==> src/hw/rtl/flc_pkg.sv <==
// shared types and codes of the flow usage counter table
package flc_pkg;

    // slot index width, sized for a table of up to 64 slots
    localparam int IDX_W = 6;

    // operation codes
    localparam logic [2:0] OP_UPDATE = 3'd0;
    localparam logic [2:0] OP_QUERY  = 3'd1;
    localparam logic [2:0] OP_REMOVE = 3'd2;
    localparam logic [2:0] OP_CHECK  = 3'd3;
    localparam logic [2:0] OP_TOTAL  = 3'd4;
    localparam logic [2:0] OP_DUMP   = 3'd5;

    // result status codes
    localparam logic [1:0] ST_OK        = 2'd0;
    localparam logic [1:0] ST_NOT_FOUND = 2'd1;
    localparam logic [1:0] ST_FULL      = 2'd2;

    // contents of one table slot
    typedef struct packed {
        logic [31:0] sub;
        logic [15:0] svc;
        logic [63:0] up_b;
        logic [63:0] dn_b;
        logic [63:0] up_p;
        logic [63:0] dn_p;
        logic [31:0] brc;
    } t_entry;

    // search token that walks the chain of slots
    typedef struct packed {
        logic             vld;
        logic             dump;
        logic [IDX_W-1:0] start;
        logic [31:0]      sub;
        logic [15:0]      svc;
        logic             hit;
        logic [IDX_W-1:0] hidx;
        logic             more;
        logic             free;
        logic [IDX_W-1:0] fidx;
        t_entry           ent;
    } t_tok;

    // slot write broadcast from the controller
    typedef struct packed {
        logic             en;
        logic [IDX_W-1:0] idx;
        logic             vld;
        logic             load;
        t_entry           ent;
    } t_wr;

endpackage

==> src/hw/rtl/flc_ctrl.sv <==
// operation sequencer, running total and result register
module flc_ctrl import flc_pkg::*; (
    input  logic         i_clk,
    input  logic         i_rst_n,
    input  logic         i_s_tvalid,
    output logic         o_s_tready,
    input  logic [151:0] i_s_tdata,
    input  logic [2:0]   i_s_tuser,
    output logic         o_m_tvalid,
    input  logic         i_m_tready,
    output logic [407:0] o_m_tdata,
    output logic [1:0]   o_m_tuser,
    output logic         o_m_tlast,
    output t_tok         o_tok,
    input  t_tok         i_tail,
    output t_wr          o_wr
);

    localparam logic [1:0] S_IDLE = 2'd0;
    localparam logic [1:0] S_WALK = 2'd1;
    localparam logic [1:0] S_ACT  = 2'd2;

    logic [1:0]  r_state, n_state;
    logic [2:0]  r_op;
    logic [31:0] r_sub;
    logic [15:0] r_svc;
    logic [31:0] r_bytes;
    logic        r_dir;
    logic [63:0] r_thr;
    logic [63:0] r_total, n_total;
    t_tok        r_tok, n_tok;
    t_tok        r_res;
    logic        r_ov, n_ov;
    logic [1:0]  r_ostat, n_ostat;
    t_entry      r_oent, n_oent;
    logic        r_over, n_over;
    logic [63:0] r_ogt;
    logic        r_olast, n_olast;
    logic        w_fire;
    logic        w_acc;
    logic [63:0] w_sum;
    t_entry      w_ent;

    assign o_s_tready = (r_state == S_IDLE);
    assign w_acc      = i_s_tvalid && o_s_tready;
    assign w_fire     = (r_state == S_ACT) && (!r_ov || i_m_tready);
    assign w_sum      = r_res.ent.up_b + r_res.ent.dn_b;

    // sequencing and action on the finished search
    always_comb begin
        n_state = r_state;
        n_total = r_total;
        n_tok   = '0;
        o_wr    = '0;
        n_ostat = ST_OK;
        n_oent  = '0;
        n_over  = 1'b0;
        n_olast = 1'b1;
        w_ent   = r_res.ent;
        n_ov    = r_ov && !i_m_tready;
        case (r_state)
            S_IDLE: begin
                if (w_acc) begin
                    if (i_s_tuser == OP_TOTAL) begin
                        n_state = S_ACT;
                    end else if (i_s_tuser <= OP_DUMP) begin
                        n_state   = S_WALK;
                        n_tok.vld = 1'b1;
                        n_tok.dump = (i_s_tuser == OP_DUMP);
                        n_tok.sub = i_s_tdata[31:0];
                        n_tok.svc = i_s_tdata[47:32];
                    end
                end
            end
            S_WALK: begin
                if (i_tail.vld) begin
                    n_state = S_ACT;
                end
            end
            S_ACT: begin
                if (w_fire) begin
                    n_ov    = 1'b1;
                    n_state = S_IDLE;
                    n_oent.sub = r_sub;
                    n_oent.svc = r_svc;
                    case (r_op)
                        OP_UPDATE: begin
                            if (r_res.hit || r_res.free) begin
                                if (!r_res.hit) begin
                                    w_ent     = '0;
                                    w_ent.sub = r_sub;
                                    w_ent.svc = r_svc;
                                end
                                if (r_dir) begin
                                    w_ent.up_b = w_ent.up_b + {32'd0, r_bytes};
                                    w_ent.up_p = w_ent.up_p + 64'd1;
                                end else begin
                                    w_ent.dn_b = w_ent.dn_b + {32'd0, r_bytes};
                                    w_ent.dn_p = w_ent.dn_p + 64'd1;
                                end
                                o_wr.en   = 1'b1;
                                o_wr.idx  = r_res.hit ? r_res.hidx : r_res.fidx;
                                o_wr.vld  = 1'b1;
                                o_wr.load = 1'b1;
                                o_wr.ent  = w_ent;
                                n_total   = r_total + {32'd0, r_bytes};
                                n_oent    = w_ent;
                            end else begin
                                n_ostat = ST_FULL;
                            end
                        end
                        OP_QUERY: begin
                            if (r_res.hit) n_oent = r_res.ent;
                            else n_ostat = ST_NOT_FOUND;
                        end
                        OP_REMOVE: begin
                            if (r_res.hit) begin
                                o_wr.en  = 1'b1;
                                o_wr.idx = r_res.hidx;
                                n_total  = r_total - w_sum;
                                n_oent   = r_res.ent;
                            end else begin
                                n_ostat = ST_NOT_FOUND;
                            end
                        end
                        OP_CHECK: begin
                            if (r_res.hit) begin
                                if (w_sum > r_thr) begin
                                    n_over = 1'b1;
                                    if (w_ent.brc != '1) w_ent.brc = w_ent.brc + 32'd1;
                                end
                                o_wr.en   = 1'b1;
                                o_wr.idx  = r_res.hidx;
                                o_wr.vld  = 1'b1;
                                o_wr.load = 1'b1;
                                o_wr.ent  = w_ent;
                                n_oent    = w_ent;
                            end else begin
                                n_ostat = ST_NOT_FOUND;
                            end
                        end
                        OP_DUMP: begin
                            if (r_res.hit) begin
                                n_oent  = r_res.ent;
                                n_olast = !r_res.more;
                                if (r_res.more) begin
                                    n_state    = S_WALK;
                                    n_tok.vld  = 1'b1;
                                    n_tok.dump = 1'b1;
                                    n_tok.start = r_res.hidx + IDX_W'(1);
                                end
                            end else begin
                                n_ostat = ST_NOT_FOUND;
                                n_oent  = '0;
                            end
                        end
                        default: begin
                            n_oent = '0;
                        end
                    endcase
                end
            end
            default: begin
                n_state = S_IDLE;
            end
        endcase
    end

    // control registers
    always_ff @(posedge i_clk) begin
        if (!i_rst_n) begin
            r_state <= S_IDLE;
            r_total <= '0;
            r_tok   <= '0;
            r_ov    <= 1'b0;
        end else begin
            r_state <= n_state;
            r_total <= n_total;
            r_tok   <= n_tok;
            r_ov    <= n_ov;
        end
    end

    // captured request, search result and output payload
    always_ff @(posedge i_clk) begin
        if (w_acc) begin
            r_op    <= i_s_tuser;
            r_sub   <= i_s_tdata[31:0];
            r_svc   <= i_s_tdata[47:32];
            r_bytes <= i_s_tdata[79:48];
            r_dir   <= i_s_tdata[80];
            r_thr   <= i_s_tdata[144:81];
        end
        if (r_state == S_WALK && i_tail.vld) begin
            r_res <= i_tail;
        end
        if (w_fire) begin
            r_ostat <= n_ostat;
            r_oent  <= n_oent;
            r_over  <= n_over;
            r_ogt   <= n_total;
            r_olast <= n_olast;
        end
    end

    assign o_tok      = r_tok;
    assign o_m_tvalid = r_ov;
    assign o_m_tuser  = r_ostat;
    assign o_m_tlast  = r_olast;
    assign o_m_tdata  = {7'd0, r_ogt, r_over, r_oent.brc, r_oent.dn_p, r_oent.up_p,
                         r_oent.dn_b, r_oent.up_b, r_oent.svc, r_oent.sub};

endmodule

==> config.mk <==
export PLATFORM = sky130hd
export DESIGN_NAME = flc_ctrl
export DESIGN_NICKNAME = d
export VERILOG_FILES = /design/src/hw/rtl/flc_pkg.sv /design/src/hw/rtl/flc_ctrl.sv
export SDC_FILE = /design/constraint.sdc
export NUM_CORES = 2
export LEC_CHECK = 0
export BUFFER_PORTS_ARGS = -buffer_cell sky130_fd_sc_hd__buf_2
export CORE_AREA = 2 2 667 669
export DETAILED_ROUTE_END_ITERATION = 10
export DIE_AREA = 0 0 669 671
export PLACE_DENSITY = 0.38
export SETUP_SLACK_MARGIN = 0.4
export SLEW_MARGIN = 40
export SYNTH_ARGS = -nofsm -noshare
export SYNTH_HDL_FRONTEND = slang
export SYNTH_SLANG_ARGS = --single-unit
==> constraint.sdc <==
create_clock -name i_clk -period 36 [get_ports i_clk]
set_clock_uncertainty 0.2 [all_clocks]
set_input_delay 9 -clock i_clk [delete_from_list [all_inputs] [get_ports i_clk]]
set_output_delay 9 -clock i_clk [all_outputs]
set_load 0.05 [all_outputs]
After elaboration in Yosys (flattened, before gate mapping)
Cells that the tools add are included.

storage, ports and cells
  register bits after elaboration = 1377
  latch bits = 0
  memory bits (writable) = 0
  ROM bits = 0
  input port bits = 566
  output and inout port bits = 1165
  word-level logic and storage cells = 146
  memories = 0

cells by class
  add/subtract/negate cells = 9
  multiply operators = 0
  div/mod/pow operators = 0
  magnitude comparators = 2
  eq/ne operators = 13
  shift operators = 0
  multiplexer cells = 51
  bitwise gates (word level) = 4
  reduce and logical (&&, ||, !) cells = 18

operators by type and width
  cell                                                             number
  336-bit two-way mux                                              8
  345-bit two-way mux                                              4
  336-bit one-hot mux with 4 select lines                          1
  338-bit one-hot mux with 2 select lines                          1
  64-bit two-way mux                                               8
  64-bit by 32-bit adder with 64-bit output                        3
  64-bit by 1-bit adder with 64-bit output, second input constant  2
  64-bit one-hot mux with 2 select lines                           1
  64-bit adder                                                     1
  64-bit greater-than comparator                                   1
  32-bit two-way mux                                               2
  64-bit subtractor                                                1
  32-bit by 1-bit adder with 32-bit output, second input constant  1
  8-bit two-way mux                                                4
  32-bit inequality test, second input constant                    1
  7-bit one-hot mux with 3 select lines                            1
  2-bit two-way mux                                                9
  3-bit == test, second input constant                             3
  2-bit one-hot mux with 2 select lines                            2
  1-bit two-way mux                                                7
  7-bit two-way mux                                                1
  6-bit by 1-bit adder with 6-bit output, second input constant    1
  3-bit by 2-bit == test with 1-bit output, second input constant  2
  6-bit two-way mux                                                1
  other kinds (20)                                                 31

Logic depth before layout (Yosys ltp)
  word-level depth = 11
  mapped depth = 31
  depth with buffers taken out = 30

Least setup slack after synthesis
Ideal clock, no wire load.

  kind = input port to output port
  start point = in i_m_tready
  end point = out o_wr[344] (netlist name)
  arrival = 24.504 ns
  data required time = 26.800 ns
  setup slack = 2.296 ns
  stages on the path = 6
  buffers on the path = 1
  cells stage by stage = nand2b_1 nand2_1 clkinv_1 clkbuf_1 o21ai_1 a31oi_1

RTL lines
  item                line            source
  start: declaration  flc_ctrl.sv:10  input logic i_m_tready,
  end: declaration    flc_ctrl.sv:16  output t_wr o_wr

==> flow_summary.toml <==
[outcome]
status = "complete, no violations"

[synthesis]
syn_avg_cell_area_sq_um = 9.32
synthMuxAreaShare_pct = 0.416
synth_area_leader_cell = "edfxtp_1"
synth.most_common_cell = "edfxtp_1"
seq_area_frac_synth_pct = 45.7
synthTopCellsByArea = "edfxtp_1 (42%), a21oi_1 (6.0%), ha_1 (5.5%), nand2_1 (4.4%), buf_4 (4.2%)"
synthAdderAreaFrac_pct = 5.70
synth-main-ff-cell = "edfxtp_1"
synth_compound_area_share_pct = 17.8
yosysUniqueCellTypes = 92
synth_xor_xnor_area_share_pct = 3.96
synth_common_cells = "edfxtp_1 (903), a21oi_1 (775), nand2_1 (752)"
synthArstFlopShare_pct = 0
syn-instance-count = 6944
ys_ff_latch = 1026
synth_top_family_by_area = "simple AND/OR/NAND/NOR gates"
synth_edf_count = 903
synth_warnings = 0
synthSimpleGateAreaFrac_pct = 18.8
synth_top_area_share_pct = 41.9
syn_area_sq_mm = 0.0647

[timing]
max-slew-margin-rel_pct = 31.4
worstMarginPinSlew_ps = 1020
fin_crit_ps = 22510
finalSetupViolCount = 0
rsz0062_at_grt = "no"
finalSetupTns_ps = 0
period_share_pct = 62.5
slew_viol_final = 0
timing.fmax_ghz = 0.0444
finalHoldViolations = 0

[floorplanning]
num_io_pins = 1731
die_w_um = 669
die_h_um = 671
rows = 244
start_util_pct = 14.7
fp.dieArea_sq_mm = 0.449
core_area_sq_mm = 0.441

[clock_tree]
clk_pin_slew_ps = 60
clock-root-buffer = "clkbuf_16"
clock_latency_ps = 870
cts_max_level = 4
cts_tree = "built"
cts_max_path_buffers = 4
clkSinkCount = 1026
holdBufCountCts = 0
numCtsBuffers = 148
postCtsSetupRepairBufs = 0
cts_resized = 0

[worst_setup_path]
r2r_cells = 27
required_ps = 26800
reg2reg_to = "o_m_tdata[326]"
worstReg2RegStart = "r_res[160]"
worstPathArrival_ps = 13310
worstSetupPathType = "in -> out"
critPathMaxFanout = 67
start_kind = "primary input"
setup.worst_path.end_class = "output pin"
r2r_setup_slack_ps = 26490

[route]
dr.pass1.iters = 7
vias_per_cell = 4.26
postRouteAntennaNets = 0
wl_per_cell_um = 30.7
vias = 60700
drt_iter0_markers = 5569
drt_wl_total_um = 438000
route.detailed.drc = 0

[hold_path]
worstHoldStart = "r_total[25]"
hp-class = "reg -> reg"
hold_path_depth = 2
min_to = "r_total[25]"

[power]
p_comb_share_pct = 16.2
power.leakage_nw = 33.2
power.net_switching_mw = 1.11
peakVddDrop_mv = 0.0368
power_density_mw_per_mm2 = 42.2
p_int_mw = 2.38
switching_share_pct = 31.7
seqPwrFrac_pct = 39.5
power.share.clock_pct = 44.3

[flow_run]
maxCapViolCount = 0

[placed_design]
dpl_cell_area_sq_mm = 0.0776
dp_hpwl_um = 353000
port_buffers = 1310
dp_cells = 14000
gp_congestion = 0.911

[cells_and_area]
final_area_sq_mm = 0.0826
final_layout_size_suffix_gt1_share_pct = 21.9
nets = 9058
fill_cells = 49500
areaGrowthSynthToFinish_pct = 27.7
layout.cells.non_filler = 14200

[grt]
grt_max_degree = 109
grt_antenna_before_repair = 84
grt.overflow.total = 0
grt_pass1_wl_um = 566000
grt_pass1_vias = 57500
grt.total_usage_pct = 18.7
cell usage in the layout, fill, tap and decap left out, types with 53 or more instances in the layout:
cell type / count
edfxtp_1: 903
xor2_1: 115
a31oi_1: 116
nand3b_1: 54
and3_1: 90
clkbuf_16: 150
a21o_1: 180
buf_2: 1310
o21a_1: 53
nor3_1: 90
buf_4: 152
o21bai_1: 74
nor3b_1: 59
a21oi_1: 762
xnor2_1: 175
ha_1: 286
nand2_1: 741
inv_1: 226
and2_1: 223
or3_1: 53
o21ai_0: 333
nand3_1: 379
nand4_1: 132
dfxtp_1: 123
conb_1: 358
nor2_1: 425
cell type report:
class,instances,area (sq um),area share (%)
diodes,27,67.6,0.0818
multi-input cells,5324,31900,38.6
clock buffers,191,4000,4.84
flip-flops and latches,1026,29600,35.8
inverters,227,860,1.04
repair buffers,1474,7900,9.57
clock inverters,73,872,1.06
well taps,5904,7390,8.95
per-stage QoR:
step	setup slack (ps)	hold WS [ps]	power [mW]	util, %
final	13490	359	3.49	18.7
after global routing	13240	393	3.62	18.7
after CTS	13340	360	3.54	18.7
after detailed placement	13350	355	1.97	17.6
after global placement	13360	347	1.97	17.5
after floorplan	2300	266	1.79	-
power groups by stage:
| stage | clock network (mW) | registers [mW] | logic [mW] |
|---|---|---|---|
| final | 1.54 | 1.38 | 0.566 |
| after global routing | 1.63 | 1.38 | 0.612 |
| after CTS | 1.60 | 1.38 | 0.570 |
| after detailed placement | 0 | 1.40 | 0.567 |
| after global placement | 0 | 1.40 | 0.566 |
| after floorplan | 0 | 1.42 | 0.377 |
worst max path at each step:
stage                      to  cells past startpoint       start
floorplan           o_wr[344]                      6  i_m_tready
detailed placement  o_wr[202]                     11  i_m_tready
global placement    o_wr[202]                     11  i_m_tready
CTS                 o_wr[202]                     11  i_m_tready
finish              o_wr[202]                     11  i_m_tready
global route        o_wr[202]                     11  i_m_tready
kinds of logic after synthesis:
group | after synthesis
AO/OA/AOI/OAI | 1888
adder cells (fa/ha/maj) | 292
multiplexers | 25
XOR/XNOR | 291
AND/OR/NAND/NOR | 2470
flip-flops | 1026
buffers and inverters | 951
other | 1
critical path: stages:
cell      delay [ps]
buf_2            110
nand2b_1         270
nand2_2           90
buf_4            270
inv_8            500
buf_4            680
nand2_2          600
buf_4            430
or3_1            380
a21boi_0         360
buf_2            350
state kept, by name (all words and copies together), names as in the netlist, 2 cells and up:
signal / flops
r_bytes: 32
o_m_tdata: 336
r_svc: 16
r_thr: 64
o_tok: 56
o_m_tuser: 2
r_sub: 32
r_res: 351
r_ogt: 64
r_total: 64
r_op: 3
r_state: 2
layer usage:
layer	part of all wire, %	track usage, %	vias to the layer above	routed length, um
met5	0.068	0	-	299
met2	48	31.3	2609	208000
met4	5.5	8.79	50	24100
met3	7.6	4.64	512	33300
li1	-	-	27300	-
met1	39	22.3	30300	172000
(Power assumes the default switching activity.)
