File: src/hw/rtl/flc_pkg.sv
// shared types and codes of the flow usage counter table
package flc_pkg;

    // slot index width, sized for a table of up to 64 slots
    localparam int IDX_W = 6;

    // operation codes
    localparam logic [2:0] OP_UPDATE = 3'd0;
    localparam logic [2:0] OP_QUERY  = 3'd1;
    localparam logic [2:0] OP_REMOVE = 3'd2;
    localparam logic [2:0] OP_CHECK  = 3'd3;
    localparam logic [2:0] OP_TOTAL  = 3'd4;
    localparam logic [2:0] OP_DUMP   = 3'd5;

    // result status codes
    localparam logic [1:0] ST_OK        = 2'd0;
    localparam logic [1:0] ST_NOT_FOUND = 2'd1;
    localparam logic [1:0] ST_FULL      = 2'd2;

    // contents of one table slot
    typedef struct packed {
        logic [31:0] sub;
        logic [15:0] svc;
        logic [63:0] up_b;
        logic [63:0] dn_b;
        logic [63:0] up_p;
        logic [63:0] dn_p;
        logic [31:0] brc;
    } t_entry;

    // search token that walks the chain of slots
    typedef struct packed {
        logic             vld;
        logic             dump;
        logic [IDX_W-1:0] start;
        logic [31:0]      sub;
        logic [15:0]      svc;
        logic             hit;
        logic [IDX_W-1:0] hidx;
        logic             more;
        logic             free;
        logic [IDX_W-1:0] fidx;
        t_entry           ent;
    } t_tok;

    // slot write broadcast from the controller
    typedef struct packed {
        logic             en;
        logic [IDX_W-1:0] idx;
        logic             vld;
        logic             load;
        t_entry           ent;
    } t_wr;

endpackage

File: src/hw/rtl/flc_cell.sv
// one table slot with its stage of the search token chain
module flc_cell import flc_pkg::*; #(
    parameter int IDX = 0
) (
    input  logic i_clk,
    input  logic i_rst_n,
    input  t_tok i_tok,
    input  t_wr  i_wr,
    output t_tok o_tok
);

    localparam logic [IDX_W-1:0] MY_IDX = IDX_W'(IDX);

    logic   r_valid;
    t_entry r_ent;
    t_tok   r_tok;
    t_tok   n_tok;

    // slot storage, written by index
    always_ff @(posedge i_clk) begin
        if (!i_rst_n) begin
            r_valid <= 1'b0;
        end else if (i_wr.en && i_wr.idx == MY_IDX) begin
            r_valid <= i_wr.vld;
        end
        if (i_wr.en && i_wr.load && i_wr.idx == MY_IDX) begin
            r_ent <= i_wr.ent;
        end
    end

    // token update at this slot
    always_comb begin
        n_tok = i_tok;
        if (i_tok.dump) begin
            if (r_valid && MY_IDX >= i_tok.start) begin
                if (i_tok.hit) begin
                    n_tok.more = 1'b1;
                end else begin
                    n_tok.hit  = 1'b1;
                    n_tok.hidx = MY_IDX;
                    n_tok.ent  = r_ent;
                end
            end
        end else begin
            if (r_valid && r_ent.sub == i_tok.sub && r_ent.svc == i_tok.svc) begin
                n_tok.hit  = 1'b1;
                n_tok.hidx = MY_IDX;
                n_tok.ent  = r_ent;
            end
            if (!r_valid && !i_tok.free) begin
                n_tok.free = 1'b1;
                n_tok.fidx = MY_IDX;
            end
        end
    end

    // hand the token to the next slot
    always_ff @(posedge i_clk) begin
        if (!i_rst_n) begin
            r_tok <= '0;
        end else begin
            r_tok <= n_tok;
        end
    end

    assign o_tok = r_tok;

endmodule

File: config.mk
export PLATFORM = sky130hd
export DESIGN_NAME = flc_cell
export DESIGN_NICKNAME = d
export VERILOG_FILES = /design/src/hw/rtl/flc_pkg.sv /design/src/hw/rtl/flc_cell.sv
export SDC_FILE = /design/constraint.sdc
export NUM_CORES = 1
export LEC_CHECK = 0
export BUFFER_PORTS_ARGS = -buffer_cell sky130_fd_sc_hd__buf_4
export CELL_PAD_IN_SITES_DETAIL_PLACEMENT = 2
export CELL_PAD_IN_SITES_GLOBAL_PLACEMENT = 2
export CORE_AREA = 4 4 456 458
export CTS_CLUSTER_DIAMETER = 50
export DETAILED_ROUTE_END_ITERATION = 10
export DIE_AREA = 0 0 460 462
export PLACE_DENSITY = 0.38
export SYNTH_ARGS = -nofsm -noshare
export SYNTH_HDL_FRONTEND = slang
export SYNTH_SLANG_ARGS = --single-unit
File: constraint.sdc
create_clock -name i_clk -period 28.2 [get_ports i_clk]
set_input_delay 2.82 -clock i_clk [delete_from_list [all_inputs] [get_ports i_clk]]
set_output_delay 2.82 -clock i_clk [all_outputs]
set_load 0.005 [all_outputs]
* Word level (Yosys, flattened, before mapping)
Cells that the tools add are included.
** Storage, ports and cells
- Register bits after elaboration :: 744
** Operators by class
- Eq/ne operators :: 2
- $lt $le $gt $ge :: 1
- Reduce and logical (&&, ||, !) cells :: 10
- Multiplexer cells :: 12
** Operators with widths (number)
- $mux 336 :: 4
- $eq 32x32->1 :: 1
- $mux 7 :: 4
- $eq 16x16->1 :: 1
- $mux 8 :: 1
- $logic_and 1x1->1 :: 7
- $ge 1x6->1 const A :: 1
- $logic_not 6->1 :: 1
- $mux 6 :: 1
- $logic_not 1->1 :: 2
- $mux 1 :: 2

* Longest topological paths before layout
Gate-level depths: netlist (run 1).
- Depth after elaboration :: 5
- Depth in mapped cells :: 9
- Gate-level depth less buffers :: 6

* Worst setup path before layout (run 1)
Ideal clock, no wire load.
- Path kind :: input -> register
- From :: input port i_wr[340] (netlist name)
- To :: register r_ent[0] (netlist name) (enable)
- Cell stages on the path :: 2
- Slack :: 16495 ps
- Setup time :: 745 ps
- Arrival :: 10960 ps
- Buffers on the path :: 0
- Cell sequence :: nor4b_1 and3_1
** On the way
- Longest elaborated chain between the ends :: 2
** RTL lines
- start, declared :: RTL line flc_cell.sv:8 : input t_wr i_wr,
- $logic_not 6->1 :: RTL line flc_cell.sv:26 : if (i_wr.en && i_wr.load && i_wr.idx == MY_IDX) begin
- $logic_and 1x1->1 :: RTL line flc_cell.sv:26
- end signal, assigned :: RTL line flc_cell.sv:27 : r_ent <= i_wr.ent;
- end, declared :: RTL line flc_cell.sv:15 : t_entry r_ent;
No other way between the ends.
A chain may end at the register's enable or synchronous reset.

* Worst setup path in the final report (run 1)
- From :: input port i_tok[391] (netlist name)
- To :: register r_tok (netlist bit o_tok[14])
** On the way
- Longest elaborated chain between the ends :: 5
** RTL lines
- start, declared :: RTL line flc_cell.sv:7 : input t_tok i_tok,
- $eq 32x32->1 :: RTL line flc_cell.sv:45 : if (r_valid && r_ent.sub == i_tok.sub && r_ent.svc == i_tok.svc) begin
- $logic_and 1x1->1 (2 in a row) :: RTL line flc_cell.sv:45
- $mux 336 :: RTL line flc_cell.sv:45
- $mux 336 :: RTL line flc_cell.sv:34 : if (i_tok.dump) begin
- end signal, assigned :: RTL line flc_cell.sv:62 : r_tok <= n_tok;
- end, declared :: RTL line flc_cell.sv:16 : t_tok r_tok;
No other way between the ends.

==> results of run 1 <==
## power groups by stage
stage	clock, uW	sequential, uW	combinational, uW
after floorplan	0	1200	47.5
after CTS	1900	1170	232
after detailed placement	0	1190	231
after global routing	1950	1170	244
after global placement	0	1190	229
final	1820	1170	222
## area by class of cell
class | count | area, sq um | area share, %
clock inverters | 88 | 1050 | 2.46
diodes | 23 | 57.6 | 0.135
repair buffers | 1181 | 8910 | 20.9
well taps | 2688 | 3360 | 7.88
multi-input cells | 1157 | 6960 | 16.3
inverters | 1 | 3.75 | 0.00880
flip-flops and latches | 744 | 18300 | 42.8
clock buffers | 190 | 4060 | 9.51
## through the flow
| stage | hold WS [ns] | power (uW) |
|---|---|---|
| 6_report | 0.493 | 3220 |
| 5_1_grt | 0.510 | 3370 |
| 4_1_cts | 0.485 | 3310 |
| 3_5_place_dp | 0.495 | 1420 |
| 3_3_place_gp | 0.483 | 1420 |
| 2_1_floorplan | 0.476 | 1240 |
## Yosys cell counts
library cell	number	share of area, %
nor2b_1	2	0.048
mux2i_1	337	13
xnor2_1	47	1.6
nor4_1	2	0.048
buf_6	31	1.3
buf_2	7	0.14
nor4b_1	3	0.10
nor3_1	2	0.039
o21a_1	1	0.029
edfxtp_1	336	39
nand2_1	673	9.8
inv_1	1	0.014
nand3_1	1	0.019
and2_1	62	1.5
dfxtp_1	408	32
nand4_1	11	0.27
and3_1	7	0.17
clkbuf_1	82	1.2
xor2_1	1	0.034
o31a_1	2	0.068
and4_1	1	0.034
and4b_1	1	0.039
a21oi_1	2	0.039
nor2_1	2	0.029
## path summary, 6_finish.rpt
path,depth (start not counted),from,slack (ns),to
setup / recovery,10,i_tok[391],22.06,o_tok[14]$_SDFF_PN0_
setup reg to reg,9,r_ent[328]$_DFFE_PP_,23.72,o_tok[14]$_SDFF_PN0_
hold reg to reg,2,r_ent[232]$_DFFE_PP_,0.49,o_tok[232]$_SDFF_PN0_
hold / removal,2,r_ent[232]$_DFFE_PP_,0.49,o_tok[232]$_SDFF_PN0_
## registers in the layout, indices dropped and copies added (netlist names)
register and count:
r_valid 1, r_ent 336, o_tok 407
## routing by layer
layer  global-route usage, %  share of wire, %
met1                    14.4                38
met2                    22.3                47
met3                    7.96                12
met4                    4.64               2.7
met5                       0              0.24
## worst max-delay path, cell delays in order
cell and delay [ns]:
buf_4 0.12, xnor2_1 0.37, nand4_1 0.47, nor4b_1 0.74, and4_1 0.44, a21oi_4 0.05, buf_4 0.35, buf_4 0.46
buf_4 0.50, mux2i_1 0.24
## kinds of logic after synthesis
| kind of cell | Yosys count | synth area share [%] |
|---|---|---|
| AO/OA/AOI/OAI | 5 | 0.135 |
| XOR/XNOR | 48 | 1.62 |
| buffers and inverters | 121 | 2.69 |
| flip-flops | 744 | 70.5 |
| multiplexers | 337 | 13.0 |
| AND/OR/NAND/NOR | 767 | 12.0 |
==> summary.md, run 1 <==
| Metric | Value |
|---|---|
| Initial core utilization | `12.7%` |
| Finish-stage setup viols | `0` |
| Final WL | `150000 um` |
| Pint | `2440 uW` |
| Ys Warns | `0` |
| GPL Wtd Cong | `0.761` |
| Total CTS buffers | `149` |
| Core ar. | `204000 sq um` |
| Endpoints failing hold | `0` |
| Via density | `3.33` |
| CTS HTree Levels | `4` |
| Max Cap Viol | `0` |
| RSZ-0062 raised after global routing | `no` |
| Skew-Pair Late Insertion Delay | `0.78 ns` |
| Kind of end point of the critical path | `flip-flop` |
| DRT antenna net count | `0` |
| Most frequent cells in the layout | `1177 x buf_4, 673 x nand2_1, 408 x dfxtp_1` |
| Worst VDD drop | `0.0561 mV` |
| CTS clock-pin slew for the worst setup and hold paths | `0.06 ns` |
| Cell Rows | `166` |
| Sw Ratio | `24.1%` |
| Logic pwr share | `6.9%` |
| Layout cells sized above 1 | `42.4%` |
| Setup repair bufs after CTS | `0` |
| Initial DRC count | `673` |
| Cell Area, Placed | `37500 sq um` |
| WS Path Type | `in -> reg` |
| Sink Count | `744` |
| DRC viols | `0` |
| Setup ws final | `22.06 ns` |
| Commonest non-fill, non-tap cell in the layout | `buf_4` |
| Final core utilization | `20.9%` |
| WP data required | `28.80 ns` |
| Synthesized Nets | `2776` |
| PwrDens | `75.5 nW/um^2` |
| P_leak | `0.0199 uW` |
| Inst Count DP | `5771` |
| Sequential power share | `36.4%` |
| First-pass GRT wire length | `196000 um` |
| # fillers | `22800` |
| DIE HEIGHT | `462 um` |
| Worst-path fanout max | `48` |
| Vias in the first global route | `22400` |
| Number of port buffers | `1160` |
| CTS-repair resized insts | `0` |
| Area added between synthesis and finish | `64.7%` |
| Finished Cell Area | `42700 sq um` |
| Slew Viols, Final | `0` |
| Max clock buf depth | `3` |
| Outcome | `complete, no violations` |
| Fin crit period | `6.14 ns` |
| Final cell count without fillers | `6072` |
| Net count, final | `3988` |
| CTS tree | `yes` |
| Routed WL per cell | `24.7 um` |
| Post-cts hold buffer count | `0` |
| Sw Pwr | `776 uW` |
| Tcrit/Tclk final | `21.8%` |
| Root buf cell | `clkbuf_16` |
| Critical Path Source Type | `primary input` |
| I/O pin cnt | `1161` |
| Synth Register Bits | `744` |
| Largest net degree at the start of global routing | `161` |
| Clock network fraction of total power | `56.7%` |
| Total track usage | `13.5%` |
| Slew HR | `31.3%` |
| Die area | `213000 sq um` |
| Setup WS pre-CTS | `21.20 ns` |
| Syn Area/Cell | `12.8 sq um` |
| Clk_skew | `0.0348 ns` |
| Detailed placement HPWL | `117000 um` |
| Antenna violations before repair | `60` |
| CP arrival | `6.74 ns` |
| Measured slew at the worst slew-check pin | `1.03 ns` |
| TNS Setup | `0 ns` |
| Synthesized area | `25900 sq um` |
| TritonRoute pass-1 iters | `4` |
| Max frequency | `163 MHz` |
| Total grt overflow | `0` |
| Synth cell types | `24` |
| Sequential share of the synthesized area | `70.5%` |
| Hold Crit Class | `reg -> reg` |
| Vias | `20300` |
| Post-Syn Instances | `2022` |
| Die W | `460 um` |
No activity file was read; power rests on OpenSTA's default activity.
==> inputs of run 2 (changes only) <==
--- a/config.mk
+++ b/config.mk
@@ -8,11 +8,11 @@
 export BUFFER_PORTS_ARGS = -buffer_cell sky130_fd_sc_hd__buf_4
 export CELL_PAD_IN_SITES_DETAIL_PLACEMENT = 2
 export CELL_PAD_IN_SITES_GLOBAL_PLACEMENT = 2
-export CORE_AREA = 4 4 456 458
+export CORE_AREA = 4 4 444 446
 export CTS_CLUSTER_DIAMETER = 50
 export DETAILED_ROUTE_END_ITERATION = 10
-export DIE_AREA = 0 0 460 462
-export PLACE_DENSITY = 0.38
+export DIE_AREA = 0 0 448 450
+export PLACE_DENSITY = 0.4
 export SYNTH_ARGS = -nofsm -noshare
 export SYNTH_HDL_FRONTEND = slang
 export SYNTH_SLANG_ARGS = --single-unit
==> constraint.sdc (replaced) <==
create_clock -name i_clk -period 5.75 [get_ports i_clk]
set_input_delay 0.575 -clock i_clk [delete_from_list [all_inputs] [get_ports i_clk]]
set_output_delay 0.575 -clock i_clk [all_outputs]
set_load 0.005 [all_outputs]
==> summary.md, run 2 (same netlist as run 1, synthesis figures left out) <==
| Metric | Value |
|---|---|
| Hold Path Sink | `o_tok[80]$_SDFF_PN0_` |
| Largest net degree at the start of global routing | `136 (-16%)` |
| Max FFs per register | `407 (unchanged)` |
| Hold Crit Class | `in -> reg` |
| Vias | `22800 (+12%)` |
| Critical path cell sequence | `xnor2_1 -> nand4_1 -> nor4_1 -> and4_1 -> a21oi_4 -> buf_12 -> buf_4 -> mux2i_1` |
| Slowest stage delay, CP | `0.81 ns (+0.07 ns)` |
| Cell Rows | `161 (-3.0%)` |
| Crit path buf inv count | `2 (-2)` |
| Sink Count | `744 (unchanged)` |
| Die area | `202000 sq um (-5.1%)` |
| Total grt overflow | `0 (unchanged)` |
| CTS tree | `yes` |
| WP data required | `6.43 ns (-22.37 ns)` |
| Cell Area, Placed | `37500 sq um (+0.11%)` |
| Final core utilization | `25.4% (+4.5 points)` |
| Setup repair bufs after CTS | `0 (unchanged)` |
| TritonRoute pass-1 iters | `5 (+1)` |
| Total CTS buffers | `139 (-6.7%)` |
| Worst VDD drop | `0.258 mV (+360%)` |
| Initial DRC count | `879 (+31%)` |
| Initial core utilization | `13.4% (+0.75 points)` |
| Antenna violations before repair | `25 (-58%)` |
| Hold_sp | `i_tok[80]` |
| Root buf cell | `clkbuf_16` |
| First-pass GRT wire length | `207000 um (+5.8%)` |
| Clk_skew | `0.0357 ns (+0.000888 ns)` |
| DRT antenna net count | `0 (unchanged)` |
| Number of port buffers | `1160 (unchanged)` |
| Max Cap Viol | `0 (unchanged)` |
| # fillers | `21200 (-7.1%)` |
| Detailed placement HPWL | `118000 um (+0.73%)` |
| CP arrival | `4.19 ns (-2.55 ns)` |
| Register area | `18300 sq um (unchanged)` |
| Setup slack on the worst flop-to-flop path | `2.24 ns (-21.48 ns)` |
| Core ar. | `193000 sq um (-5.6%)` |
| Vias in the first global route | `25500 (+14%)` |
| Area added between synthesis and finish | `88.8%` |
| CTS HTree Levels | `4 (unchanged)` |
| Max frequency | `285 MHz` |
| Routed WL per cell | `23.4 um (-5.3%)` |
| Setup WS pre-CTS | `2.13 ns (-19.07 ns)` |
| Area of the multi-input gates | `6960 sq um (unchanged)` |
| Slew HR | `28.2% (-3.1 points)` |
| Tcrit/Tclk final | `61.0%` |
| Finished Cell Area | `48900 sq um (+15%)` |
| Worst R2R Path Depth | `8 (-1)` |
| DIE HEIGHT | `450 um (-2.6%)` |
| Fin crit period | `3.51 ns` |
| Max clock buf depth | `3 (unchanged)` |
| Setup ws final | `2.24 ns (-19.81 ns)` |
| Die W | `448 um (-2.6%)` |
| P_leak | `0.0227 uW (+14%)` |
| CTS-repair resized insts | `0 (unchanged)` |
| GPL Wtd Cong | `0.799 (+5.1%)` |
| Critical R2R Launch | `r_ent[317]$_DFFE_PP_` |
| Finish-stage setup viols | `0 (unchanged)` |
| Endpoints failing hold | `0 (unchanged)` |
| RSZ-0062 raised after global routing | `no` |
| Slew Viols, Final | `0 (unchanged)` |
| Slowest-stage cell, CP | `a21oi_4` |
| Delay-heaviest family, CP | `compound AO/OA/AOI/OAI gates` |
| Net count, final | `4658 (+17%)` |
| Via density | `3.47 (+3.9%)` |
| Most frequent cells in the layout | `1183 x buf_4, 673 x nand2_1, 664 x dlygate4sd3_1` |
| Skew-Pair Late Insertion Delay | `0.78 ns (about the same)` |
| Worst-path fanout max | `27 (-44%)` |
| Critical Path Source Type | `flip-flop` |
| Outcome | `complete, no violations` |
| Commonest non-fill, non-tap cell in the layout | `buf_4` |
| I/O pin cnt | `1161 (unchanged)` |
| CTS clock-pin slew for the worst setup and hold paths | `0.05 ns (about the same)` |
| Total track usage | `14.7% (+1.2 points)` |
| Hold path depth | `3 (+1)` |
| DRC viols | `0 (unchanged)` |
| Layout cells sized above 1 | `35.4% (-7.1 points)` |
| PwrDens | `319 nW/um^2 (+320%)` |
| Final WL | `153000 um (+2.4%)` |
| WS Path Type | `reg -> reg` |
| Measured slew at the worst slew-check pin | `1.08 ns (+0.0439 ns)` |
| R2r endpoint | `o_tok[208]$_SDFF_PN0_` |
| TNS Setup | `0 ns (unchanged)` |
| Kind of end point of the critical path | `flip-flop` |
==> run 2: where the power goes <==
group	switching, uW	leakage [uW]	total, uW	internal (uW)
Clock	3050	0.00231	8330	5280
Combinational	620	0.0139	1530	907
Sequential	68.4	0.00642	5760	5700
Total	3740	0.0227	15600	11900
==> run 2: worst reg2reg max path, stage by stage, from the launching register on <==
cell	delay, ns
edfxtp_1	0.53
xnor2_1	0.18
nand4_1	0.33
nor4_1	0.13
and4_1	0.27
a21oi_4	0.81
buf_12	0.36
buf_4	0.49
mux2i_1	0.31
==> run 2: metrics by stage <==
stage / hold slack, ns / total power (uW) / std cells
after floorplan: 0.476 / 6090 / 2022
final: 0.0955 / 15600 / 6565
after detailed placement: 0.494 / 7000 / 5625
after global routing: 0.0144 / 16300 / 6561
after global placement: 0.484 / 6990 / 5625
after CTS: 0.0000192 / 16000 / 6549
==> run 2: how the worst max path moves through the flow <==
stage	start	endpoint	slack (ns)	cells past startpoint
global placement	i_tok[379]	o_tok[310]$_SDFF_PN0_	2.09	9
CTS	r_ent[317]$_DFFE_PP_	o_tok[283]$_SDFF_PN0_	2.25	8
detailed placement	i_tok[357]	o_tok[192]$_SDFF_PN0_	2.13	8
finish	r_ent[317]$_DFFE_PP_	o_tok[208]$_SDFF_PN0_	2.24	8
global route	r_ent[317]$_DFFE_PP_	o_tok[208]$_SDFF_PN0_	2.14	8
floorplan	i_wr[340]	r_ent[0]$_DFFE_PP_	0.28	2
==> run 2: timing repair <==
action	4_1_cts	5_1_grt
endpoints found under the setup margin	0	0
hold buffers	664	0
hold endpoints to repair	664	0
==> run 2: routing by layer <==
layer	routed length, um	GRT usage (%)
met4	2950	3.66
met3	10300	4.65
met5	48	0
met2	81000	27.1
met1	59200	16.2
==> run 2: area by class of cell <==
| class | instances | share of cell area, % |
|---|---|---|
| Antenna cell | 16 | 0.0819 |
| Clock buffer | 184 | 7.88 |
| Clock inverter | 76 | 1.70 |
| Inverter | 1 | 0.00767 |
| Multi-Input combinational cell | 1157 | 14.2 |
| Sequential cell | 744 | 37.3 |
| Tap cell | 2526 | 6.46 |
| Timing Repair Buffer | 1861 | 32.3 |
